[src/sv/mco_mul.sv]
// ----------------------------------------------------------------------------
// mco_mul
// Shared unsigned multiplier with a registered product.
// ----------------------------------------------------------------------------
module mco_mul #(
	parameter int W = 16
) (
	input  logic           clk,
	input  logic [W-1:0]   a,
	input  logic [W-1:0]   b,
	output logic [2*W-1:0] p_q
);

	always_ff @(posedge clk) begin
		p_q <= (2*W)'(a) * (2*W)'(b);
	end

endmodule

[config.mk]
export PLATFORM = sky130hd
export DESIGN_NAME = mco_mul
export DESIGN_NICKNAME = d
export VERILOG_FILES = /design/src/sv/mco_mul.sv
export SDC_FILE = /design/constraint.sdc
export NUM_CORES = 1
export LEC_CHECK = 0
export ABC_AREA = 1
export BUFFER_PORTS_ARGS = -buffer_cell sky130_fd_sc_hd__clkbuf_2
export CORE_MARGIN = 1
export CORE_UTILIZATION = 30
export CTS_CLUSTER_DIAMETER = 50
export DETAILED_ROUTE_END_ITERATION = 8
export GPL_TIMING_DRIVEN = 0
export MAX_ROUTING_LAYER = met4
export PLACE_DENSITY = 0.5
export SETUP_SLACK_MARGIN = 0.5
export SYNTH_ARGS = -nofsm -noshare
export SYNTH_HDL_FRONTEND = slang
export SYNTH_SLANG_ARGS = --single-unit
[constraint.sdc]
create_clock -name clk -period 13.9 [get_ports clk]
set_input_delay 2.085 -clock clk [delete_from_list [all_inputs] [get_ports clk]]
set_output_delay 2.085 -clock clk [all_outputs]
set_load 0.05 [all_outputs]
## Yosys cells after proc, flatten, opt, wreduce, memory -nomap -nowiden

Index checks and enable logic that the tools add are counted.

- Register bits after elaboration: 32
- Output and inout port bits: 32
- Word-level logic and storage cells: 2

- Multipliers: 1

Operators with widths:

| kind | count |
|---|---|
| 16-bit by 16-bit multiplier with 32-bit output | 1 |

## Depth between registers and ports, before layout

- Depth in word-level cells: 1
- Gate-level depth with buffers: 25
- Gate-level depth less buffers: 23

## Least setup slack after synthesis

Ideal clock, no wire load.

- Path type: input -> register
- From: input port a[7]
- To: register p_q[28]
- Buffers on the path: 2
- Stages on the path: 25
- Setup slack: 6948 ps
- Arrival time: 6840 ps
- Data required time: 13788 ps
- Library setup time: 112 ps
- Cells stage by stage: clkbuf_1 -> clkbuf_1 -> nand2_1 -> fa_1 -> inv_1 -> fa_1 -> inv_1 -> fa_1 -> inv_1 -> fa_1 -> fa_1 -> inv_1 -> fa_1 -> inv_1 -> ha_1 -> nand2_1 -> inv_1 -> nand2_1 -> nand2_1 -> nand2_1 -> nand2_1 -> a21oi_1 -> nand2_1 -> nand2_1 -> nand2_1

- Cells in the longest elaborated chain, start to end: 1

RTL lines:

| item | RTL line | text |
|---|---|---|
| start, declared | 9 | `input logic [W-1:0] a,` |
| 16-bit by 16-bit multiplier with 32-bit output | 15 | `p_q <= (2*W)'(a) * (2*W)'(b);` |
| end signal, assigned | 15 |  |
| end, declared | 11 | `output logic [2*W-1:0] p_q` |

Every way passes these cells.

## Final worst setup path

- From: input port a[5]
- To: register p_q[28]

Same word-level chain as after synthesis.

==> reports/qor.txt <==
Status: complete, no violations
Final GP Congestion: 0.878
F_max: 0.128 GHz
Nets: 1771
Worst Setup End Kind: flop
Most common cell on crit path: nand2_1
Cells after synthesis: 1401
Detail Route Antenna Nets: 0
Core ar.: 32900 sq um
Netlist cell types: 22
H-tree depth: 2
Via count: 8128
Worst-path clk slew: 0.06 ns
Highest-delay cell along the critical path: clkbuf_1
Biggest register: p_q
WP data required: 14.07 ns
CP bufs+invs: 8
Net Count, Synth: 1732
Max_cap viols: 0
Placed Area: 10800 sq um
Compound-Gate Fraction of Synth Area: 0.990%
Hold_sp: b[0]
Yosys reg bits: 32
Hold Vio Cnt, Final: 0
Most frequent cells in the layout: nand2_1, inv_1, fa_1
DRC viols: 0
Initial Util: 30.8%
Mapped Area: 10100 sq um
Simple logic cell fraction of the synthesized area: 21.4%
GRT overflow: 0
Crit. Startpoint: a[5]
CTS tree: done
Commonest non-fill, non-tap cell in the layout: nand2_1
Vias in the first global route: 8426
Syn Area/Cell: 7.22 sq um
Max reg flops: 32
Adder-cell share of the synthesized area: 51.3%
CP Launch Type: input pin
Fin Setup TNS: 0 ns
Most frequently used flop master after synthesis: dfxtp_1
Biggest regs: p_q x32
Initial antenna violation count: 1
Wirelength, routed: 28300 um
Drt initial violations: 521
Die area: 34400 sq um
Setup CP Type: input pin to flop
Max FO, Critical Path: 10
Worst-margin pin slew: 0.805 ns
Clock Tree Root: clkbuf_16
Synth-to-Final Area Change: 8.44%
Die Y: 186 um
Crit share post-route: 56.2%
Post-synth EDFFs: 0
Die outline width: 186 um
Main combinational cell family by area after synthesis: adder cells
Hold Buf Count CTS: 0
PostCTS Resize Cnt: 0
Critical Path Stages: 25
Num CTS Buffers: 5
Post-route design area: 11000 sq um
CP max stage delay: 0.60 ns
Post-Synth XOR/XNOR Area: 1.56%
Arrival @ worst endpoint: 7.98 ns
Mux contribution to synthesized area: 0%
Final setup viols: 0
Clock sink total: 32
Critical Path Sink: p_q[28]$_DFF_P_
Share of flip-flops with an asynchronous set or reset: 0%
Drt wl/cell: 15.0 um
Drt via density: 4.32
Max-slew headroom: 46.4%
Part of the Yosys area used for sequential elements: 6.34%
First-pass GRT wire length: 45400 um
Synth Warn #: 0
Site Rows: 66
Layout cells sized above 1: 4.24%
I/O Buffers: 32
Post-CTS Setup Inserts: 0
Ports: 65
Top delay family on crit path: adder cells
First-pass DRT Iterations: 5
HPWL after DPL: 24800 um
Total global-route track usage: 17.9%
Clk buf depth: 2
RSZ-0062 raised after global routing: false
Final Max Tran Viols: 0
Hold crit path type: input pin to flop
Largest net degree at the start of global routing: 11
Fin crit period: 7.81 ns
-- cell usage after synthesis (3+ instances only) --
library cell	count	area [sq um]
nand2_2	8	50.1
dfxtp_1	32	641
xnor2_1	3	26.3
nand4_1	4	25.0
inv_1	433	1630
nand3_1	27	135
ha_1	104	1300
xor2_1	15	131
nor2_1	33	124
nor2_2	5	31.3
nand2_1	450	1690
a21oi_1	17	85.1
clkbuf_1	64	240
fa_1	194	3880
nand3_2	5	50.1
-- metal layers --
layer  vias to the layer above  routed length (um)  global-route usage (%)
li1                       3968                   -                       -
met1                      3961               12900                    23.5
met2                       159               13600                    29.5
met3                        40                1210                    2.39
met4                         0                 583                    3.84
met5                         -                   0                       -
-- kinds of logic (layout without fill, tap and decap cells) --
group                      after synthesis  in the layout
DFF                                     32             32
adders and majority gates              298            298
buffers and inverters                  497            536
and+or+nand+nor                        537            537
xor gates and xnor gates                18             18
AOI/OAI and AO/OA                       19             19
other                                    0              1
-- worst min-delay path by stage --
stage | to | slack [ns] | cells after the start
global placement | p_q[0]$_DFF_P_ | 2.51 | 3
global route | p_q[0]$_DFF_P_ | 2.22 | 3
floorplan | p_q[0]$_DFF_P_ | 2.36 | 3
finish | p_q[0]$_DFF_P_ | 2.22 | 3
detailed placement | p_q[0]$_DFF_P_ | 2.51 | 3
CTS | p_q[0]$_DFF_P_ | 2.21 | 3
-- final cells by class --
| type | instances | area (sq um) |
|---|---|---|
| clock inverter | 2 | 12.5 |
| clock buffer | 5 | 125 |
| sequential | 32 | 641 |
| antenna | 1 | 2.50 |
| tap | 442 | 553 |
| multi-input combinational | 872 | 7610 |
| buffer | 64 | 240 |
| fill | 3659 | 21900 |
| timing repair buffer | 32 | 160 |
| inverter | 433 | 1630 |
-- metrics by stage --
stage / util (%) / std cells / setup slack, ns / hold WS, ns
final: 33.4 / 1883 / 6.09 / 2.22
after global routing: 33.4 / 1883 / 5.75 / 2.22
after CTS: 33.4 / 1882 / 6.13 / 2.21
after detailed placement: 32.9 / 1875 / 5.85 / 2.51
after global placement: 32.9 / 1875 / 5.86 / 2.51
after floorplan: - / 1401 / 6.95 / 2.36
Power is left out: the tool's default activity adds up to more than one toggle a clock period on the data nets, which glitch-free logic cannot reach.
