File: src/sv/mco_ram.sv
// ----------------------------------------------------------------------------
// mco_ram
// Generic single-write, single-read RAM with registered read data.
// ----------------------------------------------------------------------------
module mco_ram #(
	parameter int WIDTH = 8,
	parameter int DEPTH = 16,
	localparam int AW = $clog2(DEPTH)
) (
	input  logic             clk,
	input  logic             we,
	input  logic [AW-1:0]    waddr,
	input  logic [WIDTH-1:0] wdata,
	input  logic [AW-1:0]    raddr,
	output logic [WIDTH-1:0] rdata
);

	logic [WIDTH-1:0] mem_q [DEPTH];

	always_ff @(posedge clk) begin
		if (we) begin
			mem_q[waddr] <= wdata;
		end
		rdata <= mem_q[raddr];
	end

endmodule

File: config.mk
export PLATFORM = sky130hd
export DESIGN_NAME = mco_ram
export DESIGN_NICKNAME = d
export VERILOG_FILES = /design/src/sv/mco_ram.sv
export SDC_FILE = /design/constraint.sdc
export NUM_CORES = 1
export LEC_CHECK = 0
export BUFFER_PORTS_ARGS = -buffer_cell sky130_fd_sc_hd__buf_2
export CORE_AREA = 8 8 102 104
export DETAILED_ROUTE_END_ITERATION = 8
export DIE_AREA = 0 0 110 112
export GPL_ROUTABILITY_DRIVEN = 0
export PLACE_DENSITY = 0.79
export SETUP_SLACK_MARGIN = 0.2
export SYNTH_ARGS = -nofsm -noshare
export SYNTH_HDL_FRONTEND = slang
export SYNTH_SLANG_ARGS = --single-unit
File: constraint.sdc
create_clock -name clk -period 2.5 [get_ports clk]
set_clock_uncertainty 0.15 [all_clocks]
set_input_delay 0.25 -clock clk [delete_from_list [all_inputs] [get_ports clk]]
set_output_delay 0.25 -clock clk [all_outputs]
set_load 0.005 [all_outputs]
# After elaboration in Yosys (flattened, before gate mapping)
# Memories as Yosys holds them, arrays and structs flattened. A register that Yosys moved wholly into a read port is not among the register bits.
# Index checks and enable logic that the tools add are counted.
# op_classes
n_mux	2
# op_table
op	n
two-way mux 1 bit	2
# word_totals
memories	1
inputBits	18
ramBits	128
out_inout_bits	8
regBits	0
elab_cells	3
# memory_table
name	depth	word_bits	rd	rd_ports_with_merged_regs	write_ports	line_no	rtl
mem_q	16	8	1	1	1	18	logic [WIDTH-1:0] mem_q [DEPTH];

# Logic depth before layout (Yosys ltp)
# Gate-level depths: netlist of run 1.
# logic_depth
ltp_word	2
ltp_mapped	5
ltp_nobuf	3

# Worst setup path after synthesis of run 1
# Ideal clock, no wire load.
# synth_path
kind	input to register
start	input waddr[2]
end	memory mem_q[0][0] (enable)
arrival_ns	1.360
slack_ns	0.607
path_buffers	0
cell_stages	2
path_cell_list	or3b_2 -> nor3_1
# synth_lines
item	line_no	rtl
from (decl)	12	input logic [AW-1:0] waddr,
to (decl)	18	
# No word-level cell before the write port.

==> impl_results.md, run 1 <==
- Die Height: 112 µm
- Drc violations: 0
- Final worst-path cycle share: 61.0%
- Clock-pin slew of the registers on the worst-case setup and hold paths: 60 ps
- Fin util: 69.3%
- Placed Area: 5480 µm²
- Setup tns final: 0 ps
- Die width: 110 µm
- Leak: 2.11 nW
- Multi-input gate area: 1060 µm²
- Total grt overflow: 0
- Synth unique cells: 19
- CTS Root Buffer Type: clkbuf_8
- DRT Pass-1 Iters: 4
- Clock Sinks: 136
- First-pass GRT wire length: 15200 µm
- Most frequent cells in the layout: edfxtp_1 (128), buf_2 (25), mux4_2 (18), buf_4 (18)
- Dpl ws: 663 ps
- Port Buffers: 25
- Register area: 4000 µm²
- CP required: 2740 ps
- Die ar.: 12300 µm²
- Met2 WL post-DR: 5340 µm
- Final Non-Filler Cells: 414
- Worst path cell trace: mux4_1 -> a22oi_1 -> nand2_1
- Rows: 35
- CTS Hold Buffers Added: 8
- Vias per std cell: 6.07
- Actual slew at the worst max-slew pin: 757 ps
- Peak supply drop: 0.514 mV
- Yosys warnings: 0
- Largest family of logic cells by synthesized area: multiplexers
- Met1 WL: 3890 µm
- Net Count, Synth: 247
- Largest net degree at the start of global routing: 33
- Worst setup SP type: flip-flop
- Critical-path top delay cell: mux4_1
- Achievable clock frequency: 0.656 GHz
- Vias in the first global route: 2682
- Fin worst setup slack: 975 ps
- Post-synthesis simple-gate area fraction: 3.18%
- WL/cell: 24.2 µm
- Gate Count Post-Synth: 229
- Cell count after placement: 374
- Metal3 WL: 678 µm
- CTS buffer count: 17
- Antenna Nets Post-Route: 0
- WL final: 10000 µm
- XOR/XNOR share of the synthesized area: 0%
- Top cells by area, synth: edfxtp_1 (75%), mux4_2 (7.9%), mux4_1 (7.1%), dfxtp_1 (3.1%), a22oi_1 (2.3%)
- Post-Syn Area: 5150 µm²
- Fillers: 527
- Worst EP arrival: 1770 ps
- Max stage delay on crit path: 510 ps
- Fin area: 6160 µm²
- Worst-Skew Late Latency: 500 ps
- Initial antenna violation count: 0
- Crit Path Max Fanout: 1
- Unrepaired setup endpoints after global routing: no
- Prevailing post-synth register cell: edfxtp_1
- Hold Path Class: primary input to flip-flop
- Family with the most delay on the worst path: multiplexers
- Number of flops mapped to enable cells by yosys: 128
- Max Used Layer: met4
- I/O Pins: 26
- Maximum root-to-sink buffer count: 2
- Post-Synth Adder-Cell Area: 0%
- H-tree Lvls: 4
- N_diodes: 0
- Post-synthesis mux area share: 15.0%
- Relative max-transition margin: 49.4%
- Status: finished clean
- Tot Pwr: 5.30 mW
- Async S/R FF share, synth: 0%
- Synth top area share: 74.7%
- GRT Util Overall: 17.4%
- Via count: 2511
- Slew Limit Fails: 0
- CTS tree: done
- DRT iter0 DRCs: 214
- Initial core utilization: 57.9%
- Hold Slack: 71.6 ps
- Buf/Inv on CP: 0
- Fin. Hold Viols: 0
- Critical Path End Type: flip-flop
- Avg Inst Size Synth: 22.5 µm²
- Endpoints failing setup: 0
- Area growth, synth to finish: 19.7%
- Complex-gate fraction of the synthesized area: 2.33%
- Final net count: 308
- P per Cell Area: 860 nW/µm²
- Share of layout cells above drive strength 1: 29.7%
- Core ar.: 8890 µm²
- Crit Path Class: flip-flop to flip-flop
- HPWL after detailed placement: 6230 µm
- Yosys reg bits: 136
- Yosys top cell by area: edfxtp_1
- Max-cap violations: 0
- Most common cell after layout, fill and taps aside: edfxtp_1
- CTS resizes: 0
- Min cycle time layout: 1530 ps
- Sequential cell area fraction in the yosys report: 77.8%
- Setup repair bufs after CTS: 0
## layout make-up
cell class | count | area share, %
clock buffers | 19 | 6.84
flip-flops and latches | 136 | 65.0
multi-input cells | 83 | 17.2
clock inverters | 13 | 2.90
repair buffers | 52 | 5.85
well taps | 111 | 2.25
## state kept, by name, summed over array words and instances (netlist names)
name,flops
rdata,8
mem_q,128
## where the power goes
group	total [mW]	internal, mW	switching, mW	leakage [nW]
Sequential	2.56	2.55	0.0129	1.22
Clock	2.50	1.61	0.887	0.277
Combinational	0.240	0.108	0.131	0.609
## cells in the mapped netlist, drive strengths merged, types with 2 or more instances
| cell type | count |
|---|---|
| dfxtp | 8 |
| nand2b | 2 |
| a22oi | 16 |
| mux4 | 32 |
| nor2 | 13 |
| nand3b | 2 |
| clkdlybuf4s25 | 3 |
| buf | 7 |
| edfxtp | 128 |
| nor3 | 4 |
| nand2 | 9 |
## layer usage
| layer | global-route usage (%) | vias to the layer above |
|---|---|---|
| met5 | 0 | - |
| li1 | - | 1098 |
| met1 | 21.2 | 1304 |
| met3 | 5.20 | 7 |
| met4 | 8.02 | 0 |
| met2 | 27.5 | 102 |
## worst reg2reg max path, delay by kind of cell (launching register included)
family	cells	cell delay (ps)
simple gates	1	90
flops	1	370
compound gates	1	300
mux	1	510
## worst paths after layout
path	startpoint	end	slack [ps]	depth (start not counted)
max	mem_q[1][2]	rdata[2]	970	3
max reg2reg	mem_q[1][2]	rdata[2]	970	3
min	waddr[0]	mem_q[4][1]	70	2
min reg2reg	mem_q[12][2]	rdata[2]	520	3
## cells by family (layout without fill, tap and decap cells)
logic type,after synthesis,count (layout)
flip-flops,136,136
multiplexers,32,32
AND/OR/NAND/NOR,35,35
buffers and inverters,10,84
AO/OA/AOI/OAI,16,16
(Power assumes the default switching activity.)
==> run 2, diff against run 1 <==
--- a/config.mk
+++ b/config.mk
@@ -6,11 +6,11 @@
 export NUM_CORES = 1
 export LEC_CHECK = 0
 export BUFFER_PORTS_ARGS = -buffer_cell sky130_fd_sc_hd__buf_2
-export CORE_AREA = 8 8 102 104
+export CORE_AREA = 8 8 107 109
 export DETAILED_ROUTE_END_ITERATION = 8
-export DIE_AREA = 0 0 110 112
+export DIE_AREA = 0 0 115 117
 export GPL_ROUTABILITY_DRIVEN = 0
-export PLACE_DENSITY = 0.79
+export PLACE_DENSITY = 0.75
 export SETUP_SLACK_MARGIN = 0.2
 export SYNTH_ARGS = -nofsm -noshare
 export SYNTH_HDL_FRONTEND = slang
==> constraint.sdc (replaced) <==
create_clock -name clk -period 1.4 [get_ports clk]
set_clock_uncertainty 0.15 [all_clocks]
set_input_delay 0.14 -clock clk [delete_from_list [all_inputs] [get_ports clk]]
set_output_delay 0.14 -clock clk [all_outputs]
set_load 0.005 [all_outputs]
==> run 2 against run 1 <==
  * The flow now finishes with violations (setup timing)
  * Wire length up 1.2%
  * Sequential power is 79% higher
  * Count of clock-buffer cells in the layout decreased by 2
  * Die area increased by 9.2%
  * Flip-flop and latch count unchanged
  * Power is 91% higher
  * Global-route usage decreased by 0.47 points
  * Critical path type unchanged
  * Critical endpoint is now rdata[6]
==> impl_results.md, run 2 (synthesis results as in run 1) <==
- Status: complete, but fails checks
- Failing checks: setup timing
- Hold Slack: 80.7 ps (+9.09 ps)
- Setup repair bufs after CTS: 0 (unchanged)
- Vias per std cell: 5.55 (-8.5%)
- DRT Pass-1 Iters: 4 (unchanged)
- HPWL after detailed placement: 6580 µm (+5.6%)
- Register area: 4010 µm² (+0.19%)
- Critical-path top delay cell: mux4_2
- Leak: 2.25 nW (+6.6%)
- Antenna Nets Post-Route: 0 (unchanged)
- I/O Pins: 26 (unchanged)
- WL final: 10100 µm (+1.2%)
- Dpl ws: -327 ps (-990 ps)
- Actual slew at the worst max-slew pin: 839 ps (+82.0 ps)
- Die Height: 117 µm (+4.5%)
- Fillers: 633 (+20%)
- Initial antenna violation count: 0 (unchanged)
- Tot Pwr: 10.1 mW (+91%)
- Multi-input gate area: 1130 µm² (+7.2%)
- FF-to-FF path depth: 3 (unchanged)
- CTS Root Buffer Type: clkbuf_8
- Drc violations: 0 (unchanged)
- Crit Path Max Fanout: 1 (unchanged)
- Rows: 37 (+5.7%)
- Die ar.: 13500 µm² (+9.2%)
- Worst setup SP type: flip-flop
- WL/cell: 22.1 µm (-8.5%)
- Final worst-path cycle share: 101% (+40 points)
- Clock Sinks: 136 (unchanged)
- Fin worst setup slack: -12.6 ps (-987 ps)
- Port Buffers: 25 (unchanged)
- Peak supply drop: 1.01 mV (+96%)
- Relative max-transition margin: 44.0% (-5.4 points)
- H-tree Lvls: 4 (unchanged)
- Most common cell after layout, fill and taps aside: edfxtp_1
- Critical Path End Type: flip-flop
- Clock-pin slew of the registers on the worst-case setup and hold paths: 60 ps (about the same)
- Max FFs per register: 128 (unchanged)
- Share of layout cells above drive strength 1: 47.5% (+18 points)
- Most frequent cells in the layout: edfxtp_1 (128), mux4_2 (32), buf_4 (25), buf_2 (20), clkbuf_16 (16)
- Min cycle time layout: 1410 ps (-113 ps)
- Via count: 2541 (+1.2%)
- Achievable clock frequency: 0.708 GHz (+8.0%)
- Worst path cell trace: mux4_2 -> a22oi_2 -> nand2_1
- Maximum root-to-sink buffer count: 2 (unchanged)
- N_diodes: 0 (unchanged)
- Crit Path Class: flip-flop to flip-flop
- Unrepaired setup endpoints after global routing: yes
- Area growth, synth to finish: 29.5%
- Worst EP arrival: 1670 ps (-100 ps)
- GRT Util Overall: 16.9% (-0.47 points)
- DRT iter0 DRCs: 242 (+13%)
- Reg2reg setup slack: -10 ps (-990 ps)
- Largest net degree at the start of global routing: 20 (-39%)
- Vias in the first global route: 2785 (+3.8%)
- CTS tree: done
- Final net count: 328 (+6.5%)
- Total grt overflow: 0 (unchanged)
- Most flop-heavy register: mem_q
- Biggest regs: mem_q: 128 flops, rdata: 8 flops
- CTS buffer count: 17 (unchanged)
- Endpoints failing setup: 2 (+2)
- Die width: 115 µm (+4.5%)
- Hold Path Class: primary input to flip-flop
- Worst-Skew Late Latency: 520 ps (+20 ps)
- Core ar.: 9910 µm² (+11%)
- Initial core utilization: 52.0% (-5.9 points)
- Fin. Hold Viols: 0 (unchanged)
- First-pass GRT wire length: 16100 µm (+6.2%)
- CP required: 1650 ps (-1090 ps)
- P per Cell Area: 1520 nW/µm² (+77%)
- Slew Limit Fails: 0 (unchanged)
- Max-cap violations: 0 (unchanged)
- Hold path depth: 4 (+2)
- Max stage delay on crit path: 500 ps (about the same)
[run 2: cell types whose count changed in the layout (fill, tap and decap cells not counted), moves of 4 or more]
cell / change
mux4_1: -14
mux4_2: +14
buf_12: +11
nor2_1: -11
a22oi_1: -9
a22oi_2: +9
nor2_2: +8
buf_4: +7
dfxtp_1: -6
dfxtp_2: +6
buf_2: -5
buf_6: +5
nor3_1: -4
[run 2: final cells by class]
class / instances / share of cell area, %
tap: 136 / 2.55
clock buffer: 17 / 6.21
timing repair buffer: 72 / 10.3
clock inverter: 14 / 3.79
sequential: 136 / 60.2
multi-input combinational: 83 / 17.0
[run 2: metal layers]
| layer | share of wire, % | global-route usage [%] |
|---|---|---|
| met1 | 41 | 21.1 |
| met2 | 52 | 28.0 |
| met3 | 5.4 | 4.10 |
| met4 | 1.7 | 6.83 |
| met5 | 0 | 0 |
[run 2: final timing paths]
kind / start / end
worst max-delay path: mem_q[7][6] / rdata[6]
worst min-delay path: waddr[3] / mem_q[2][7]
worst max register to register: mem_q[7][6] / rdata[6]
worst min register to register: mem_q[12][2] / rdata[2]
[run 2: critical path, delay by kind of cell (launching register included)]
kind	cells	cell delay [ps]
AND/OR/NAND/NOR	1	70
flip-flops	1	380
AO/OA/AOI/OAI	1	200
multiplexers	1	500
[run 2: through the flow]
step,util (%),setup TNS (ps),cells,area [µm²]
2_1_floorplan,-,0,229,5220
3_3_place_gp,58.7,-3880,417,5820
3_5_place_dp,58.7,-5200,417,5820
4_1_cts,67.2,-43.9,458,6660
5_1_grt,67.3,-308,458,6670
6_report,67.3,-14.5,458,6670
[run 2: where the power goes]
group          internal, mW  leakage, nW  total (mW)  switching, mW
sequential             4.56         1.22        4.59         0.0354
clock                  3.40        0.313        4.98           1.58
combinational         0.283        0.711       0.561          0.278
total                  8.25         2.25        10.1           1.89
[run 2: repair_timing]
| item | CTS | global route |
|---|---|---|
| hold buffers | 10 | 0 |
| gates resized for setup | 19 | 2 |
| pin swaps | 3 | 3 |
| hold endpoints to repair | 136 | 0 |
| setup endpoints to repair | 16 | 16 |
==> run 3, diff against run 2 <==
--- a/config.mk
+++ b/config.mk
@@ -10,7 +10,7 @@
 export DETAILED_ROUTE_END_ITERATION = 8
 export DIE_AREA = 0 0 115 117
 export GPL_ROUTABILITY_DRIVEN = 0
-export PLACE_DENSITY = 0.75
+export PLACE_DENSITY = 0.79
 export SETUP_SLACK_MARGIN = 0.2
 export SYNTH_ARGS = -nofsm -noshare
 export SYNTH_HDL_FRONTEND = slang
==> run 3 against run 2 <==
  * The flow still finishes with violations (setup timing)
  * Largest power group is now registers
  * Wire length grew 3.4%
  * Critical path type unchanged
  * Sequential share of layout area rose by 1.5 points
  * Via count up 0.67%
==> impl_results.md, run 3 (synthesis results as in run 1) <==
- N_diodes: 0 (unchanged)
- Rows: 37 (unchanged)
- CTS tree: done
- Drc violations: 0 (unchanged)
- Clock Sinks: 136 (unchanged)
- Switching Fraction: 20.1% (+1.5 points)
- Die ar.: 13500 µm² (unchanged)
- Most frequent cells in the layout: edfxtp_1 (128), mux4_2 (32), buf_4 (28), buf_2 (23), clkbuf_16 (16)
- Fin worst setup slack: -98.0 ps (-85.4 ps)
- Crit Path Class: flip-flop to flip-flop
- Initial antenna violation count: 0 (unchanged)
- Most common cell after layout, fill and taps aside: edfxtp_1
- Worst EP arrival: 1750 ps (+80 ps)
- Max FFs per register: 128 (unchanged)
- H-tree Lvls: 4 (unchanged)
- Actual slew at the worst max-slew pin: 729 ps (-109 ps)
- Maximum root-to-sink buffer count: 2 (unchanged)
- Min cycle time layout: 1500 ps (+85.4 ps)
- Fin. Hold Viols: 0 (unchanged)
- Die Height: 117 µm (unchanged)
- WL/cell: 22.9 µm (+3.7%)
- CTS buffer count: 17 (unchanged)
- Critical Path End Type: flip-flop
- Initial core utilization: 52.0% (unchanged)
- P per Cell Area: 1450 nW/µm² (-4.8%)
- Vias per std cell: 5.60 (+0.89%)
- Relative max-transition margin: 51.3% (+7.3 points)
- Clock-pin slew of the registers on the worst-case setup and hold paths: 60 ps (about the same)
- Hold EP: rdata[5]
- Comb power frac: 5.8% (+0.3 points)
- Reg2reg end: rdata[4]
- WL final: 10500 µm (+3.4%)
- Largest net degree at the start of global routing: 17 (-15%)
- Achievable clock frequency: 0.668 GHz (-5.7%)
- HPWL after detailed placement: 6740 µm (+2.4%)
- GRT Util Overall: 17.3% (+0.35 points)
- Failing checks: setup timing
- DRT iter0 DRCs: 257 (+6.2%)
- NetSw: 1.89 mW (+0.15%)
- Leak: 2.20 nW (-2.3%)
- First-pass GRT wire length: 16300 µm (+1.1%)
- Most flop-heavy register: mem_q
- DRT Pass-1 Iters: 4 (unchanged)
- Final worst-path cycle share: 107% (+6.1 points)
- Port Buffers: 25 (unchanged)
- Endpoints failing setup: 7 (+5)
- Clk pwr share: 45.4% (-3.7 points)
- Internal: 7.51 mW (-9.0%)
- Fin util: 65.6% (-1.7 points)
- Vias in the first global route: 2765 (-0.72%)
- Min-delay src: raddr[2]
- Area growth, synth to finish: 26.2%
- Max-cap violations: 0 (unchanged)
- Share of layout cells above drive strength 1: 47.0% (-0.48 points)
- Setup tns final: -361 ps (-346 ps)
- Slew Limit Fails: 0 (unchanged)
- Total grt overflow: 0 (unchanged)
- Core ar.: 9910 µm² (unchanged)
- Reg2reg setup slack: -100 ps (-90 ps)
- Status: complete, but fails checks
- Via count: 2558 (+0.67%)
- Final net count: 327 (-0.30%)
- Worst-Skew Late Latency: 510 ps (about the same)
- Worst setup SP type: flip-flop
- Hold Path Class: primary input to flip-flop
- CTS Root Buffer Type: clkbuf_8
- Die width: 115 µm (unchanged)
- CP required: 1650 ps (about the same)
- Peak supply drop: 0.675 mV (-33%)
- Hold path depth: 4 (unchanged)
- Reg2reg start: mem_q[3][4]
- Biggest regs: mem_q: 128 flops, rdata: 8 flops
- Sequential power share: 48.8% (+3.5 points)
- Unrepaired setup endpoints after global routing: yes
- Crit Path Max Fanout: 1 (unchanged)
- Antenna Nets Post-Route: 0 (unchanged)
- I/O Pins: 26 (unchanged)
- FF-to-FF path depth: 4 (+1)
- Hold Slack: 72.0 ps (-8.72 ps)
## run 3: how the worst max path moves through the flow
stage | startpoint | endpoint | slack [ps] | cells after the start
2_1_floorplan | waddr[2] | mem_q[0][0] | 7 | 2
6_report | mem_q[3][4] | rdata[4] | -100 | 4
4_1_cts | mem_q[3][4] | rdata[4] | -100 | 4
3_3_place_gp | raddr[0] | rdata[2] | -420 | 5
5_1_grt | mem_q[10][2] | rdata[2] | -170 | 3
3_5_place_dp | raddr[0] | rdata[2] | -470 | 5
## run 3: stage by stage
stage          setup WS (ps)  power, mW  cell area [µm²]  cells
6_report               -98.0       9.40             6500    457
5_1_grt                 -168       9.67             6500    457
4_1_cts                 -104       9.45             6480    457
3_5_place_dp            -468       5.16             5780    417
3_3_place_gp            -422       5.15             5780    417
2_1_floorplan           6.99       4.92             5220    229
## run 3: worst max-delay path: stages, from the launching register on
cell      delay [ps]
edfxtp_1         370
mux4_2           490
a22oi_2          190
buf_4            160
nand2_2           40
## run 3: what timing repair did
item	CTS	global route
gates cloned	0	0
pin swaps	1	0
hold buffers	9	0
setup endpoints to repair	16	16
hold endpoints to repair	136	0
setup buffers	0	0
resized for setup	10	4
## run 3: per-layer routing
layer | up-vias | routed length (µm) | global-route usage, %
met5 | - | 0 | 0
met3 | 13 | 739 | 4.67
li1 | 1124 | - | -
met1 | 1322 | 4510 | 22.8
met2 | 99 | 5050 | 27.1
met4 | 0 | 184 | 6.22
## run 3: area by class of cell
class / count / area [µm²]
clock buffers: 18 / 418
fillers: 666 / 3410
clock inverters: 13 / 156
repair buffers: 71 / 618
well taps: 136 / 170
flip-flops and latches: 136 / 4010
multi-input cells: 83 / 1130
## run 3: power groups by stage
| stage | logic [mW] | clock network [mW] | registers (mW) |
|---|---|---|---|
| 3_3_place_gp | 0.485 | 0 | 4.66 |
| 5_1_grt | 0.587 | 4.49 | 4.59 |
| 3_5_place_dp | 0.500 | 0 | 4.66 |
| 2_1_floorplan | 0.265 | 0 | 4.66 |
| 6_report | 0.546 | 4.27 | 4.58 |
| 4_1_cts | 0.546 | 4.32 | 4.59 |
